### config.mk
export PLATFORM = sky130hd
export DESIGN_NAME = rsa_modexp_decrypt
export DESIGN_NICKNAME = d
export VERILOG_FILES = /design/src/rtl/core/rme_pkg.sv /design/src/rtl/core/rsa_modexp_decrypt.sv /design/src/rtl/core/rme_modmul.sv
export SDC_FILE = /design/constraint.sdc
export NUM_CORES = 1
export LEC_CHECK = 0
export BUFFER_PORTS_ARGS = -buffer_cell sky130_fd_sc_hd__buf_4
export CAP_MARGIN = 20
export CORE_ASPECT_RATIO = 1.5
export CORE_MARGIN = 2
export CORE_UTILIZATION = 40
export CTS_CLUSTER_DIAMETER = 30
export DETAILED_ROUTE_END_ITERATION = 6
export GPL_TIMING_DRIVEN = 0
export PLACE_DENSITY = 0.55
export SETUP_SLACK_MARGIN = 0.4
export SLEW_MARGIN = 40
export SYNTH_ARGS = -nofsm -noshare
export SYNTH_HDL_FRONTEND = slang
export SYNTH_SLANG_ARGS = --single-unit
### constraint.sdc
create_clock -name clock -period 5.6 [get_ports clock]
set_input_delay 1.12 -clock clock [delete_from_list [all_inputs] [get_ports clock]]
set_output_delay 1.12 -clock clock [all_outputs]
set_load 0.03 [all_outputs]
### src/rtl/core/rme_pkg.sv
// Shared constants, register indexes and state type for the modular exponentiation block.
package rme_pkg;

   localparam int VALUE_WIDTH_DEFAULT = 16;
   localparam int PLAIN_WIDTH         = 8;
   localparam int CSR_INDEX_WIDTH     = 1;

   localparam int unsigned RESET_EXPONENT = 23;
   localparam int unsigned RESET_MODULUS  = 143;

   localparam logic [CSR_INDEX_WIDTH-1:0] CSR_EXPONENT = 1'b0;
   localparam logic [CSR_INDEX_WIDTH-1:0] CSR_MODULUS  = 1'b1;

   typedef enum logic [2:0] {
      S_IDLE,
      S_REDUCE,
      S_DECIDE,
      S_MULT,
      S_SQCHK,
      S_SQUARE
   } state_type;

endpackage

### src/rtl/core/rsa_modexp_decrypt.sv
// Top level: RSA decryption of one value by square-and-multiply over a bit-serial multiplier.
// Throughput: one request at a time; busy stays high from accept until the result strobe,
// except when the modulus is below 2, in which case busy never rises.
// Modulus below 2 gives result 0 in the cycle after accept. The receiver cannot stall.
// Synchronous reset returns control to idle and loads exponent 23 and modulus 143.
module rsa_modexp_decrypt #(
   parameter int VALUE_WIDTH = rme_pkg::VALUE_WIDTH_DEFAULT
) (
   input  logic                                  clock,
   input  logic                                  reset,
   input  logic                                  start,
   output logic                                  busy,
   input  logic [VALUE_WIDTH-1:0]                req_cipher_value,
   output logic                                  rsp_valid,
   output logic [rme_pkg::PLAIN_WIDTH-1:0]       rsp_plain_byte,
   input  logic                                  csr_we,
   input  logic [rme_pkg::CSR_INDEX_WIDTH-1:0]   csr_index,
   input  logic [VALUE_WIDTH-1:0]                csr_wdata
);
   import rme_pkg::*;

   state_type state_ff;
   state_type state_in;

   logic [VALUE_WIDTH-1:0] exp_cfg_ff;
   logic [VALUE_WIDTH-1:0] mod_cfg_ff;

   logic [VALUE_WIDTH-1:0] cipher_ff, cipher_in;
   logic [VALUE_WIDTH-1:0] exp_ff, exp_in;
   logic [VALUE_WIDTH-1:0] n_ff, n_in;
   logic [VALUE_WIDTH-1:0] base_ff, base_in;
   logic [VALUE_WIDTH-1:0] acc_ff, acc_in;
   logic                   start_ff, start_in;
   logic                   valid_ff, valid_in;
   logic [PLAIN_WIDTH-1:0] plain_ff, plain_in;

   logic                   accept;
   logic [VALUE_WIDTH-1:0] mul_a;
   logic [VALUE_WIDTH-1:0] mul_b;
   logic                   mul_busy;
   logic                   mul_done;
   logic [VALUE_WIDTH-1:0] mul_product;

   assign accept = start && (state_ff == S_IDLE);

   always_ff @(posedge clock) begin
      if (reset) begin
         exp_cfg_ff <= VALUE_WIDTH'(RESET_EXPONENT);
         mod_cfg_ff <= VALUE_WIDTH'(RESET_MODULUS);
      end else if (csr_we) begin
         case (csr_index)
            CSR_EXPONENT: exp_cfg_ff <= csr_wdata;
            CSR_MODULUS:  mod_cfg_ff <= csr_wdata;
            default: ;
         endcase
      end
   end

   always_comb begin
      case (state_ff)
         S_REDUCE: begin
            mul_a = cipher_ff;
            mul_b = VALUE_WIDTH'(1);
         end
         S_MULT: begin
            mul_a = acc_ff;
            mul_b = base_ff;
         end
         default: begin
            mul_a = base_ff;
            mul_b = base_ff;
         end
      endcase
   end

   rme_modmul #(
      .VALUE_WIDTH (VALUE_WIDTH)
   ) u_modmul (
      .clock       (clock),
      .reset       (reset),
      .mul_start   (start_ff),
      .op_a        (mul_a),
      .op_b        (mul_b),
      .op_modulus  (n_ff),
      .mul_busy    (mul_busy),
      .mul_done    (mul_done),
      .mul_product (mul_product)
   );

   always_comb begin
      state_in  = state_ff;
      cipher_in = cipher_ff;
      exp_in    = exp_ff;
      n_in      = n_ff;
      base_in   = base_ff;
      acc_in    = acc_ff;
      start_in  = 1'b0;
      valid_in  = 1'b0;
      plain_in  = plain_ff;
      case (state_ff)
         S_IDLE: begin
            if (start) begin
               cipher_in = req_cipher_value;
               exp_in    = (exp_cfg_ff == '0) ? VALUE_WIDTH'(1) : exp_cfg_ff;
               n_in      = mod_cfg_ff;
               if (mod_cfg_ff < VALUE_WIDTH'(2)) begin
                  valid_in = 1'b1;
                  plain_in = '0;
               end else begin
                  start_in = 1'b1;
                  state_in = S_REDUCE;
               end
            end
         end
         S_REDUCE: begin
            if (mul_done) begin
               base_in  = mul_product;
               acc_in   = VALUE_WIDTH'(1);
               state_in = S_DECIDE;
            end
         end
         S_DECIDE: begin
            if (exp_ff[0]) begin
               start_in = 1'b1;
               state_in = S_MULT;
            end else begin
               state_in = S_SQCHK;
            end
         end
         S_MULT: begin
            if (mul_done) begin
               acc_in   = mul_product;
               state_in = S_SQCHK;
            end
         end
         S_SQCHK: begin
            if (exp_ff[VALUE_WIDTH-1:1] == '0) begin
               valid_in = 1'b1;
               plain_in = acc_ff[PLAIN_WIDTH-1:0];
               state_in = S_IDLE;
            end else begin
               start_in = 1'b1;
               state_in = S_SQUARE;
            end
         end
         S_SQUARE: begin
            if (mul_done) begin
               base_in  = mul_product;
               exp_in   = {1'b0, exp_ff[VALUE_WIDTH-1:1]};
               state_in = S_DECIDE;
            end
         end
         default: begin
            state_in = S_IDLE;
         end
      endcase
   end

   always_ff @(posedge clock) begin
      if (reset) begin
         state_ff <= S_IDLE;
         start_ff <= 1'b0;
         valid_ff <= 1'b0;
      end else begin
         state_ff <= state_in;
         start_ff <= start_in;
         valid_ff <= valid_in;
      end
   end

   always_ff @(posedge clock) begin
      cipher_ff <= cipher_in;
      exp_ff    <= exp_in;
      n_ff      <= n_in;
      base_ff   <= base_in;
      acc_ff    <= acc_in;
      plain_ff  <= plain_in;
   end

   assign busy           = (state_ff != S_IDLE);
   assign rsp_valid      = valid_ff;
   assign rsp_plain_byte = plain_ff;

   a_start_in_mul_state: assert property (@(posedge clock) disable iff (reset)
      start_ff |-> (state_ff == S_REDUCE || state_ff == S_MULT || state_ff == S_SQUARE))
      else $error("multiplier launched outside a multiply state");

   a_done_in_mul_state: assert property (@(posedge clock) disable iff (reset)
      mul_done |-> (state_ff == S_REDUCE || state_ff == S_MULT || state_ff == S_SQUARE))
      else $error("multiplier finished outside a multiply state");

   a_idle_mul_quiet: assert property (@(posedge clock) disable iff (reset)
      (state_ff == S_IDLE) |-> (!mul_busy && !start_ff))
      else $error("multiplier active while idle");

   a_accept_to_reduce: assert property (@(posedge clock) disable iff (reset)
      (accept && (mod_cfg_ff >= VALUE_WIDTH'(2))) |=> (state_ff == S_REDUCE))
      else $error("accepted request did not start reduction");

   a_acc_reduced: assert property (@(posedge clock) disable iff (reset)
      (state_ff == S_DECIDE) |-> ((acc_ff < n_ff) && (base_ff < n_ff)))
      else $error("accumulator or base not below modulus");

endmodule

### src/rtl/core/rme_modmul.sv
// Bit-serial interleaved modular multiplier: one bit of op_a per cycle, MSB first.
module rme_modmul #(
   parameter int VALUE_WIDTH = rme_pkg::VALUE_WIDTH_DEFAULT
) (
   input  logic                   clock,
   input  logic                   reset,
   input  logic                   mul_start,
   input  logic [VALUE_WIDTH-1:0] op_a,
   input  logic [VALUE_WIDTH-1:0] op_b,
   input  logic [VALUE_WIDTH-1:0] op_modulus,
   output logic                   mul_busy,
   output logic                   mul_done,
   output logic [VALUE_WIDTH-1:0] mul_product
);
   import rme_pkg::*;

   localparam int CNT_W = (VALUE_WIDTH > 1) ? $clog2(VALUE_WIDTH) : 1;
   localparam int SUM_W = VALUE_WIDTH + 2;

   logic                   busy_ff;
   logic                   done_ff;
   logic [CNT_W-1:0]       cnt_ff;
   logic [VALUE_WIDTH-1:0] a_ff;
   logic [VALUE_WIDTH-1:0] b_ff;
   logic [VALUE_WIDTH-1:0] n_ff;
   logic [VALUE_WIDTH-1:0] r_ff;
   logic [VALUE_WIDTH-1:0] r_in;

   logic [SUM_W-1:0] sum;
   logic [SUM_W-1:0] n_one;
   logic [SUM_W-1:0] n_two;
   logic [SUM_W-1:0] sum_sub1;
   logic [SUM_W-1:0] sum_sub2;

   always_comb begin
      n_one    = {2'b00, n_ff};
      n_two    = {1'b0, n_ff, 1'b0};
      sum      = {1'b0, r_ff, 1'b0} + (a_ff[VALUE_WIDTH-1] ? {2'b00, b_ff} : '0);
      sum_sub1 = sum - n_one;
      sum_sub2 = sum - n_two;
      if (sum >= n_two) begin
         r_in = sum_sub2[VALUE_WIDTH-1:0];
      end else if (sum >= n_one) begin
         r_in = sum_sub1[VALUE_WIDTH-1:0];
      end else begin
         r_in = sum[VALUE_WIDTH-1:0];
      end
   end

   always_ff @(posedge clock) begin
      if (reset) begin
         busy_ff <= 1'b0;
         done_ff <= 1'b0;
         cnt_ff  <= '0;
      end else begin
         done_ff <= 1'b0;
         if (mul_start) begin
            busy_ff <= 1'b1;
            cnt_ff  <= CNT_W'(VALUE_WIDTH - 1);
         end else if (busy_ff) begin
            if (cnt_ff == '0) begin
               busy_ff <= 1'b0;
               done_ff <= 1'b1;
            end else begin
               cnt_ff <= cnt_ff - 1'b1;
            end
         end
      end
   end

   always_ff @(posedge clock) begin
      if (mul_start) begin
         a_ff <= op_a;
         b_ff <= op_b;
         n_ff <= op_modulus;
         r_ff <= '0;
      end else if (busy_ff) begin
         a_ff <= {a_ff[VALUE_WIDTH-2:0], 1'b0};
         r_ff <= r_in;
      end
   end

   assign mul_busy    = busy_ff;
   assign mul_done    = done_ff;
   assign mul_product = r_ff;

   a_rem_below_mod: assert property (@(posedge clock) disable iff (reset)
      (busy_ff && (b_ff < n_ff)) |-> (r_ff < n_ff))
      else $error("partial remainder not reduced below modulus");

endmodule

Word level (Yosys, flattened, before mapping)
Cells that the tools add are included.
{ "classes": {"addsub": 4, "magnitude_cmp": 3, "n_eq_ne": 14, "n_mux": 40, "bitwise_logic": 2, "n_reduce_logical": 20} }
{ "ops": {"columns": ["cell", "count"], "rows": [
  ["16-bit two-way mux", 10],
  ["16-bit case mux with 2 select lines", 3],
  ["16-bit subtractor", 2],
  ["8-bit two-way mux", 3],
  ["17-bit by 16-bit adder with 18-bit output", 1],
  ["18-bit by 16-bit >= comparator with 1-bit output", 1],
  ["18-bit by 17-bit >= comparator with 1-bit output", 1],
  ["3-bit two-way mux", 6],
  ["16-bit zero test", 1],
  ["16-bit by 2-bit less-than comparator with 1-bit output, second input constant", 1],
  ["8-bit case mux with 2 select lines", 1],
  ["15-bit zero test", 1],
  ["3-bit case mux with 5 select lines", 1],
  ["4-bit two-way mux", 3],
  ["1-bit two-way mux", 11],
  ["2-bit by 1-bit inequality test with 1-bit output, second input constant", 5],
  ["2-bit AND reduction", 5],
  ["2-bit inequality test, second input constant", 4],
  ["4-bit AND reduction", 2],
  ["2-bit nonzero test", 4],
  ["3-bit by 2-bit == test with 1-bit output, second input constant", 2],
  ["3-bit == test, second input constant", 2],
  ["3-bit AND reduction", 2],
  ["4-bit zero test", 1],
  ["9 further kinds", 10]
]} }
{ "word_totals": {"reg_bits": 195, "inputBits": 37, "elab_cells": 101} }

Longest topological paths before layout
Gate-level depths: netlist (run 1).
{ "logic_depth": {"ltp_word": 5, "depth_mapped": 22, "depth_no_buf": 18} }

Modules after synthesis
Synthesis (run 1) repeated with hierarchy kept, for this count alone.
{ "unflattened": {"hier_cells": 890, "hier_area_um2": 9863.2} }
{ "modules_own_cells": {"columns": ["module", "n_inst", "cells_per_inst", "area_per_inst_um2", "seq_area_each_um2"], "rows": [
  ["rsa_modexp_decrypt", 1, 413, 5009.8, 3383.2],
  ["rme_modmul", 1, 477, 4853.4, 1881.8]
]} }

Worst setup path before layout (run 1)
No wires, ideal clock.
{ "synth_path": {"path_type": "register -> register", "startpoint": "register u_modmul.a_ff[15]", "endpoint": "register u_modmul.r_ff[10] (netlist: u_modmul.mul_product[10])", "setup_time_ps": 88, "t_arrival_ps": 3989, "required_ps": 5512, "path_slack_ps": 1523, "path_stages_with_launch": 19, "n_path_buf": 3, "synth_period_minus_slack_ps": 4077, "path_cell_list": "edfxtp_1 -> clkbuf_1 -> and2_1 -> ha_1 -> a2111o_1 -> o22ai_2 -> o21ai_0 -> a31oi_1 -> xnor2_1 -> ha_1 -> clkbuf_1 -> nand3_1 -> o31ai_1 -> a21o_1 -> a211oi_2 -> nand2_1 -> buf_2 -> or3_1 -> a311oi_2"} }
{ "synth_between": {"elab_chain_len": 5, "elab_cells_between_ends": 8, "cone_classes": "3 x add/sub; 2 x order compare; 3 x mux"} }
{ "synth_rtl": {"columns": ["item", "line", "rtl"], "rows": [
  ["start: declaration", "rme_modmul.sv:23", "logic [VALUE_WIDTH-1:0] a_ff;"],
  ["start signal: assignment", "rme_modmul.sv:73", "a_ff <= op_a;"],
  ["start signal: assignment", "rme_modmul.sv:78", "a_ff <= {a_ff[VALUE_WIDTH-2:0], 1'b0};"],
  ["16-bit two-way mux *", "rme_modmul.sv:38", "sum = {1'b0, r_ff, 1'b0} + (a_ff[VALUE_WIDTH-1] ? {2'b00, b_ff} : '0);"],
  ["17-bit by 16-bit adder with 18-bit output *", "rme_modmul.sv:38", null],
  ["16-bit subtractor / 18-bit by 16-bit >= comparator with 1-bit output (equally long branches)", "rme_modmul.sv:39, rme_modmul.sv:43", null],
  ["16-bit two-way mux", "rme_modmul.sv:43", "end else if (sum >= n_one) begin"],
  ["16-bit two-way mux *", "rme_modmul.sv:41", "if (sum >= n_two) begin"],
  ["end signal: assignment", "rme_modmul.sv:79", "r_ff <= r_in;"],
  ["end: declaration", "rme_modmul.sv:26", "logic [VALUE_WIDTH-1:0] r_ff;"]
]} }
Mark *: on every way between the ends. The rest lies on a longest branch, timed or not.
A chain may end at the register's enable or synchronous reset.

Worst setup path in the final report (run 1)
{ "layout_path": {"startpoint": "register u_modmul.a_ff[15]", "endpoint": "register u_modmul.r_ff[11] (netlist: u_modmul.mul_product[11])"} }
The elaborated chain is that of the path after synthesis.

==> summary.md, run 1 <==
| Metric | Value |
|---|---|
| Peak supply drop | approximately 0.00028 V |
| Slew @ Worst Pin | slightly below 0.9 ns |
| Area grow syn2layout | 14.59% |
| Footprint of the multi-input gates | 4541 µm² |
| Root buffer cell | clkbuf_16 |
| DRT Wirelength | between 20000 and 30000 µm |
| Number of DRC markers in iteration 0 | approximately 380 |
| Skew-Pair Late Insertion Delay | about 0.44 ns |
| Io pins | 47 |
| Max Slew Vio Count | 0 |
| Fill count | between 2000 and 2500 |
| Unrepaired setup endpoints after global routing | true |
| Final hold vios | 0 |
| WL per Instance | between 15 and 20 µm |
| DRC | 0 |
| Ratio of cells with drive above 1 in the final layout | 0.1258 |
| First-pass GRT wire length | between 40000 and 50000 µm |
| Power Total | 5.822 mW |
| CP arrival | 5.25 ns |
| Via density | 5.342 |
| Asr flop ratio synth | 0 |
| Starting Density | 0.4044 |
| Top cells by area, synth | edfxtp_1, dfxtp_1, ha_1 |
| N_diodes | 0 |
| Clk pin slew, worst setup/hold paths | about 0.080 ns |
| Port buffer count | 45 |
| Longest Clk Path Bufs | 2 |
| Height of the die | about 200 µm |
| Post-synth cell types | 70 |
| Yosys top cell by area | edfxtp_1 |
| Min-delay src | n_ff[5]$_DFFE_PP_ |
| Synth Cell Area | slightly above 10000 µm² |
| Post-synthesis sequential area ratio | 0.5215 |
| Util after Layout | 0.4634 |
| Post-DP HPWL | 20000 µm |
| Rows | between 70 and 80 |
| Critical Path RT | about 6 ns |
| Vias | between 7000 and 8000 |
| Setup_tns | 0 ns |
| PwrDens | slightly above 500 nW/µm² |
| Origin of the worst setup path | u_modmul.a_ff[15]$_DFFE_PP_ |
| Worst Path Max Fanout | 10 |
| Crit path kind | register to register |
| Final-report setup violation count | 0 |
| Post-layout min period | between 4 and 5 ns |
| GRT overflow | 0 |
| Syn Area/Cell | around 11 µm² |
| Die width | 133.7 µm |
| Yosys warns | 0 |
| Post-synth net total | approximately 1000 |
| Pin count of the biggest net entering global routing | 20 |
| Worst hold path type | register to register |
| Launching point of the worst reg2reg path | u_modmul.a_ff[15]$_DFFE_PP_ |
| Most common cell in the netlist | edfxtp_1 |
| Tcrit/Tclk final | 0.8734 |
| Max-slew headroom | 0.4134 |
| Clock sink total | just under 200 |
| GRT Total Usage | 0.1990 |
| Seq cells post-synth | a little under 200 |
| H-tree depth | 4 |
| Top_reg_cell synth | edfxtp_1 |
| Max Cap Viol | 0 |
| Skew final | between 0.01 and 0.015 ns |
| DR pass1 iterations | 5 |
| CTS tree | done |
| Total CTS buffers | 17 |
| Core Area | roughly 25000 µm² |
| Cells after Synth | 960 |
| EDFF count, synth | about 140 |
| Status | finished, final reports clean |
| Layout Nets | between 1000 and 1500 |
| Antenna Nets Post-Route | 0 |
| Initial antenna violation count | 0 |
| CP Launch Type | register |
| Register Area | 5266 µm² |
| Vias in the first global route | 7451 |
| DIE AREA | about 27000 µm² |
| Share of the synthesized area in the top cell type | 0.4045 |
| Gpl congestion | between 0.8 and 0.9 |
| Leakage power | roughly 4.4 nW |
| Fmax | between 200 and 250 MHz |
| Synth top cells by count | edfxtp_1, nand2_1, a21oi_1 |
| Crit. End Element | register |
==> cell type report <==
class	instances	share of cell area
Timing Repair Buffer	49	0.03699
Buffer	44	0.01720
Clock inverter	12	0.009301
Inverter	37	0.01201
Clock buffer	20	0.04132
Tap cell	328	0.03547
Multi-Input combinational cell	684	0.3925
Sequential cell	195	0.4552
==> per-stage QoR <==
step                      worst slack [ns]  std cells  cell area [µm²]  hold WS, ns
after CTS                           0.4948       1368            11540       0.4120
after global routing                0.3958       1369            11570       0.4166
after global placement              0.3274       1333            10840       0.4007
final                               0.7089       1369            11570       0.4125
after floorplan                      1.523        960            10100       0.4003
after detailed placement            0.2919       1336            10950       0.4045
==> what timing repair did <==
action	4_1_cts	5_1_grt
hold buffers	0	0
pin swaps	0	0
resized for setup	2	5
endpoints found under the hold margin	0	0
setup endpoints to repair	12	12
setup buffers	0	1
==> power breakdown <==
| group | total (mW) | switching [mW] | internal, mW |
|---|---|---|---|
| Combinational | 2.73 | 1.61 | 1.13 |
| Clock | 1.22 | 0.588 | 0.636 |
| Sequential | 1.86 | 0.125 | 1.74 |
| Total | 5.82 | 2.32 | 3.50 |
==> sequential cells by signal, indices dropped and copies added, names as in the netlist <==
signal / cells
base_ff: 16
exp_cfg_ff: 16
rsp_valid: 1
exp_ff: 16
u_modmul.cnt_ff: 4
n_ff: 16
u_modmul.mul_product: 16
cipher_ff: 16
u_modmul.b_ff: 16
u_modmul.mul_done: 1
u_modmul.n_ff: 16
u_modmul.a_ff: 16
u_modmul.mul_busy: 1
mod_cfg_ff: 16
rsp_plain_byte: 8
acc_ff: 16
state_ff: 3
start_ff: 1
==> cells by family (layout without fill, tap and decap cells) <==
logic type | Yosys count | in the layout | share of synthesized area
XOR/XNOR | 34 | 34 | 0.02950
buffers and inverters | 81 | 162 | 0.03309
AND/OR/NAND/NOR | 369 | 369 | 0.1842
flip-flops | 195 | 195 | 0.5215
AO/OA/AOI/OAI | 209 | 209 | 0.1448
adder cells (fa/ha/maj) | 51 | 51 | 0.06544
multiplexers | 21 | 21 | 0.02156
==> path summary, 6_finish.rpt <==
check,cells past startpoint,slack (ns),end
hold / removal,0,0.41,u_modmul.n_ff[5]$_DFFE_PP_
hold reg to reg,0,0.41,u_modmul.n_ff[5]$_DFFE_PP_
setup / recovery,21,0.71,u_modmul.mul_product[11]$_SDFFE_PP0P_
setup reg to reg,21,0.71,u_modmul.mul_product[11]$_SDFFE_PP0P_
==> routing by layer <==
metal  up-vias  GRT usage  wire (µm)
li1       3657          -          -
met1      3507     0.2125       9979
met2       118     0.3894      14300
met3        31    0.03135        573
met4         0    0.07171        595
met5         -          0          0
==> cells in the final DEF (no fill, tap or decap), types with 16 or more instances in the layout <==
cell type    n
dfxtp_1     58
and3_1      16
and2_1      26
ha_1        48
clkbuf_1    35
nor3_1      16
nor2b_1     27
o21ai_0     19
nand2_1    133
buf_4       46
nand3_1     17
edfxtp_1   136
a21oi_1     69
nor2_1      53
clkbuf_16   18
xnor2_1     19
inv_1       37
==> worst max-delay path: stages (launching register included) <==
cell and delay, ns:
edfxtp_1 0.49, clkbuf_2 0.24, and2_1 0.18, ha_1 0.37, o21ai_0 0.13, nor2_2 0.18, nand3_1 0.14, a21boi_1 0.33
o21a_1 0.19, nor2_2 0.07, ha_1 0.28, buf_2 0.22, nand4_1 0.14, or3_1 0.41, o31ai_1 0.21, a21o_1 0.18
a211oi_2 0.07, nand2_1 0.13, buf_2 0.21, clkbuf_4 0.25, a21oi_1 0.10, a311oi_2 0.27
Power figures use the tool's default switching activity.
==> inputs of run 2 (changes only) <==
==> constraint.sdc (replaced) <==
create_clock -name clock -period 4.51 [get_ports clock]
set_input_delay 0.902 -clock clock [delete_from_list [all_inputs] [get_ports clock]]
set_output_delay 0.902 -clock clock [all_outputs]
set_load 0.03 [all_outputs]
==> summary.md, run 2 (synthesized netlist as in run 1, its figures left out) <==
| Metric | Value |
|---|---|
| Status | finished, final reports clean |
| Max Slew Vio Count | 0 |
| Root buffer cell | clkbuf_16 |
| Antenna Nets Post-Route | 0 |
| WL per Instance | approximately 19 µm |
| Sequential power share | 0.275 |
| Number of DRC markers in iteration 0 | 359 |
| CP Launch Type | register |
| CP arrival | 4.66 ns |
| Most frequent cells in the layout | edfxtp_1, nand2_1, buf_4, a21oi_1, dfxtp_1 |
| Io pins | between 40 and 50 |
| Setup_tns | 0 ns |
| Min Hold Slack | roughly 0.41 ns |
| DRT Wirelength | roughly 27000 µm |
| First-pass GRT wire length | about 42000 µm |
| Leakage power | between 4 and 5 nW |
| Via density | 5.362 |
| Final-report setup violation count | 0 |
| DR pass1 iterations | 4 |
| Clock sink total | just under 200 |
| Max Cap Viol | 0 |
| Power Total | about 8.5 mW |
| CTS tree | done |
| GRT Total Usage | 0.2081 |
| Unrepaired setup endpoints after global routing | true |
| DIE AREA | 26550 µm² |
| Post-layout min period | approximately 4.4 ns |
| Core Area | 24960 µm² |
| Layout Nets | 1166 |
| Gpl congestion | between 0.8 and 0.9 |
| Skew-Pair Late Insertion Delay | ~0.44 ns |
| Most common cell after layout, fill and taps aside | edfxtp_1 |
| N_diodes | 0 |
| Die width | approximately 130 µm |
| Crit path kind | register to register |
| H-tree depth | 4 |
| Height of the die | about 200 µm |
| Ratio of cells with drive above 1 in the final layout | 0.2273 |
| Final hold vios | 0 |
| Critical Path RT | 4.80 ns |
| Port buffer count | 45 |
| Pint | 5.171 mW |
| Comb pwr share | 0.545 |
| Initial antenna violation count | 0 |
| Pin count of the biggest net entering global routing | 20 |
| Area grow syn2layout | 24.82% |
| Clk pin slew, worst setup/hold paths | roughly 0.080 ns |
| DRC | 0 |
| Vias in the first global route | around 7800 |
| GRT overflow | 0 |
| Post-DP HPWL | roughly 20000 µm |
| Total CTS buffers | 17 |
| Longest Clk Path Bufs | 2 |
| Starting Density | 0.4044 |
| Net Sw Frac | 0.3907 |
| Tcrit/Tclk final | 0.9687 |
| Fmax | 228.9 MHz |
| Fill count | between 2000 and 2500 |
| Clock Power Share | 0.179 |
| Vias | between 7000 and 8000 |
| Rows | 71 |
| Max-slew headroom | 0.4181 |
| Slew @ Worst Pin | between 0.8 and 0.9 ns |
| Worst hold path type | register to register |
| Psw | 3.316 mW |
| Worst Path Max Fanout | 8 |
| Skew final | 0.01046 ns |
| Crit. End Element | register |
| PwrDens | slightly below 700 nW/µm² |
| Peak supply drop | 0.0003949 V |
==> run 2: cell count changes in the layout (fill, tap and decap cells not counted), sizes merged <==
cell	before	now
buf	56	107
clkbuf	57	56
==> run 2: worst paths after layout <==
check	slack, ns	startpoint	cells past startpoint	end
min	0.41	n_ff[5]$_DFFE_PP_	0	u_modmul.n_ff[5]$_DFFE_PP_
max reg2reg	0.14	u_modmul.a_ff[15]$_DFFE_PP_	18	u_modmul.mul_product[14]$_SDFFE_PP0P_
max	0.14	u_modmul.a_ff[15]$_DFFE_PP_	18	u_modmul.mul_product[14]$_SDFFE_PP0P_
min reg2reg	0.41	n_ff[5]$_DFFE_PP_	0	u_modmul.n_ff[5]$_DFFE_PP_
==> run 2: power by group through the flow <==
stage               Combinational [mW]  Clock, mW  Sequential, mW
floorplan                         2.57          0            2.29
global placement                  3.31          0            2.37
detailed placement                3.36          0            2.36
CTS                               4.26       1.55            2.34
global route                      4.99       1.61            2.37
finish                            4.63       1.52            2.34
==> run 2: timing repair <==
action | CTS | global route
cloned | 3 | 1
setup buffers | 31 | 16
resized for setup | 88 | 31
pin swaps | 31 | 46
endpoints found under the setup margin | 16 | 16
hold buffers | 0 | 0
==> run 2: final cells by class <==
type / count / area (µm²) / share of cell area
clock inverter: 12 / 107.6 / 0.008538
inverter: 37 / 138.9 / 0.01102
timing repair buffer: 99 / 879.6 / 0.06980
sequential: 195 / 5266 / 0.4179
multi-input combinational: 684 / 5076 / 0.4028
tap: 328 / 410.4 / 0.03257
buffer: 44 / 245.2 / 0.01946
clock buffer: 20 / 478.0 / 0.03793
==> run 2: metrics by stage <==
stage               setup slack [ns]  cell area (µm²)  cells  utilization
floorplan                     0.4328            10100    960            -
detailed placement           -0.7981            10950   1336       0.4386
global placement             -0.7626            10840   1333       0.4344
finish                        0.1410            12600   1419       0.5048
global route                -0.04519            12600   1419       0.5048
CTS                           0.1220            12320   1402       0.4936
==> run 2: worst max-delay path: stages (launching register included) <==
cell and delay, ns:
edfxtp_1 0.43, buf_6 0.15, clkbuf_8 0.15, and2_1 0.17, ha_4 0.18, a2111o_1 0.42, o22ai_4 0.28, xnor2_2 0.16
buf_4 0.16, ha_2 0.17, or3_4 0.38, o32ai_4 0.33, a21oi_2 0.11, a41o_1 0.29, nor3_4 0.23, buf_6 0.20
buf_12 0.14, mux2i_1 0.19, o22ai_1 0.09
==> run 2: per-layer routing <==
| metal | track usage | vias up | routed length [µm] |
|---|---|---|---|
| li1 | - | 3752 | - |
| met1 | 0.2197 | 3676 | 10290 |
| met2 | 0.4108 | 134 | 15330 |
| met3 | 0.03033 | 47 | 644 |
| met4 | 0.07762 | 0 | 803 |
| met5 | 0 | - | 0 |
==> inputs of run 3 (changes only) <==
--- a/config.mk
+++ b/config.mk
@@ -13,7 +13,7 @@
 export CTS_CLUSTER_DIAMETER = 30
 export DETAILED_ROUTE_END_ITERATION = 6
 export GPL_TIMING_DRIVEN = 0
-export PLACE_DENSITY = 0.55
+export PLACE_DENSITY = 0.57
 export SETUP_SLACK_MARGIN = 0.4
 export SLEW_MARGIN = 40
 export SYNTH_ARGS = -nofsm -noshare
==> constraint.sdc (replaced) <==
create_clock -name clock -period 3.55 [get_ports clock]
set_input_delay 0.71 -clock clock [delete_from_list [all_inputs] [get_ports clock]]
set_output_delay 0.71 -clock clock [all_outputs]
set_load 0.03 [all_outputs]
==> summary.md, run 3 (synthesized netlist as in run 1, its figures left out) <==
| Metric | Value |
|---|---|
| DIE AREA | around 27000 µm² |
| Antenna Nets Post-Route | 0 |
| Crit path kind | register to register |
| Non-Filler Instances | 1386 |
| DR pass1 iterations | 5 |
| CP Launch Type | register |
| Worst path max stage delay | roughly 0.47 ns |
| DRT Wirelength | 25760 µm |
| Port buffer count | 45 |
| Vias in the first global route | 7582 |
| N_diodes | 0 |
| Setup WS post-layout | -0.7900 ns |
| Hold buffers post-CTS | 0 |
| Io pins | 47 |
| Total CTS buffers | 17 |
| Psw | between 4 and 5 mW |
| Unrepaired setup endpoints after global routing | true |
| Tcrit/Tclk final | 1.223 |
| Fill count | 2337 |
| Initial antenna violation count | 0 |
| Leakage power | roughly 4.6 nW |
| Number of DRC markers in iteration 0 | 340 |
| Register Area | roughly 5300 µm² |
| Post-layout min period | ~4.3 ns |
| Core Area | approximately 25000 µm² |
| Comb pwr share | 0.514 |
| Pin count of the biggest net entering global routing | 21 |
| Sequential power share | 0.296 |
| Die width | about 130 µm |
| Worst Path Max Fanout | 10 |
| Crit. End Element | register |
| Net Sw Frac | 0.4006 |
| GRT Total Usage | 0.2002 |
| Critical path cell sequence | buf_8 -> and2_1 -> ha_4 -> nand2_2 -> o21a_1 -> a21boi_4 -> o21a_1 -> nor2_4 -> ha_1 -> buf_6 -> nand4_1 -> or3_4 -> o31ai_2 -> a21o_1 -> a211oi_4 -> nand2_2 -> buf_6 -> buf_6 -> a21oi_1 -> a311oi_2 |
| Util after Layout | 0.4904 |
| Ratio of cells with drive above 1 in the final layout | 0.1928 |
| Peak supply drop | around 0.00046 V |
| WL per Instance | 18.59 µm |
| PwrDens | between 800 and 900 nW/µm² |
| Layout Nets | about 1100 |
| Most frequent CP cell | buf_6 |
| Final-report setup violation count | 16 |
| Vias | about 7400 |
| Max Cap Viol | 0 |
| Slowest cell on crit path | edfxtp_1 |
| Area grow syn2layout | 21.24% |
| Post-DP HPWL | 19780 µm |
| H-tree depth | 4 |
| Gpl congestion | roughly 0.90 |
| GRT overflow | 0 |
| Starting Density | 0.4044 |
| DRC | 0 |
| Height of the die | 198.6 µm |
| Clock Power Share | 0.190 |
| Crit path max-delay family | compound AO/OA/AOI/OAI gates |
| Fmax | about 230 MHz |
| Critical Path RT | ~4 ns |
| Rows | between 70 and 80 |
| Footprint of the multi-input gates | between 5000 and 6000 µm² |
| First-pass GRT wire length | 40540 µm |
| Max-slew headroom | 0.4711 |
| Skew-Pair Late Insertion Delay | 0.45 ns |
| Slew @ Worst Pin | around 0.8 ns |
| Pint | 6.008 mW |
| Longest Clk Path Bufs | 2 |
| Status | finished, violations left |
| Inst Count DP | about 1300 |
| CTS tree | done |
| Skew final | between 0.01 and 0.015 ns |
| Crit path buf inv count | 4 |
| Final hold vios | 0 |
| Most common cell after layout, fill and taps aside | edfxtp_1 |
| Via density | 5.348 |
| CP arrival | ~4.7 ns |
| Max Slew Vio Count | 0 |
| Most frequent cells in the layout | edfxtp_1, nand2_1, a21oi_1, buf_4, dfxtp_1 |
| Clock sink total | 195 |
| Clk pin slew, worst setup/hold paths | approximately 0.08 ns |
| Root buffer cell | clkbuf_16 |
| Worst hold path type | register to register |
| Failing checks | setup timing |
[run 3: changes by cell type in the layout (fill, tap and decap cells not counted), sizes merged]
cell	change
buf	-32
inv	-1
clkbuf	-4
clkinvlp	+4
[run 3: path summary, 6_finish.rpt]
kind	from	end	slack, ns	cells past startpoint
setup / recovery	u_modmul.a_ff[15]$_DFFE_PP_	u_modmul.mul_product[6]$_SDFFE_PP0P_	-0.79	20
setup reg to reg	u_modmul.a_ff[15]$_DFFE_PP_	u_modmul.mul_product[6]$_SDFFE_PP0P_	-0.79	20
hold reg to reg	n_ff[5]$_DFFE_PP_	u_modmul.n_ff[5]$_DFFE_PP_	0.42	0
hold / removal	n_ff[5]$_DFFE_PP_	u_modmul.n_ff[5]$_DFFE_PP_	0.42	0
[run 3: area by class of cell]
type | count | area share
tap | 328 | 0.03353
sequential | 195 | 0.4302
timing repair buffer | 66 | 0.04671
clock inverter | 15 | 0.01360
inverter | 37 | 0.01135
clock buffer | 17 | 0.03475
multi-input combinational | 684 | 0.4106
buffer | 44 | 0.01922
[run 3: timing repair]
item / CTS / global route
endpoints found under the setup margin: 16 / 16
pin swaps: 21 / 14
gates resized for setup: 55 / 27
buffers inserted: 11 / 7
[run 3: through the flow]
stage          power, mW  setup TNS, ns  area, µm²  hold slack (ns)  worst slack, ns
2_1_floorplan      6.233         -4.772      10150           0.4003          -0.3801
3_3_place_gp       7.246         -20.09      10890           0.4012           -1.269
3_5_place_dp       7.309         -19.36      11000           0.4057           -1.319
4_1_cts            9.748         -11.67      12010           0.4169          -0.7807
5_1_grt            10.63         -14.10      12240           0.4202          -0.9424
6_report           10.02         -11.54      12240           0.4194          -0.7900
[run 3: power by group through the flow]
stage / clock network (mW) / registers (mW) / logic [mW]
after floorplan: 0 / 2.92 / 3.32
after global placement: 0 / 3.01 / 4.23
final: 1.91 / 2.97 / 5.15
after detailed placement: 0 / 3.00 / 4.31
after global routing: 2.02 / 3.00 / 5.61
after CTS: 1.94 / 2.97 / 4.84
[run 3: routing by layer]
metal  vias to the layer above  part of all wire  track usage
li1                       3688                 -            -
met1                      3589              0.39       0.2108
met2                       109              0.57       0.4008
met3                        27             0.023      0.02982
met4                         0             0.017      0.06304
met5                         -                 0            0
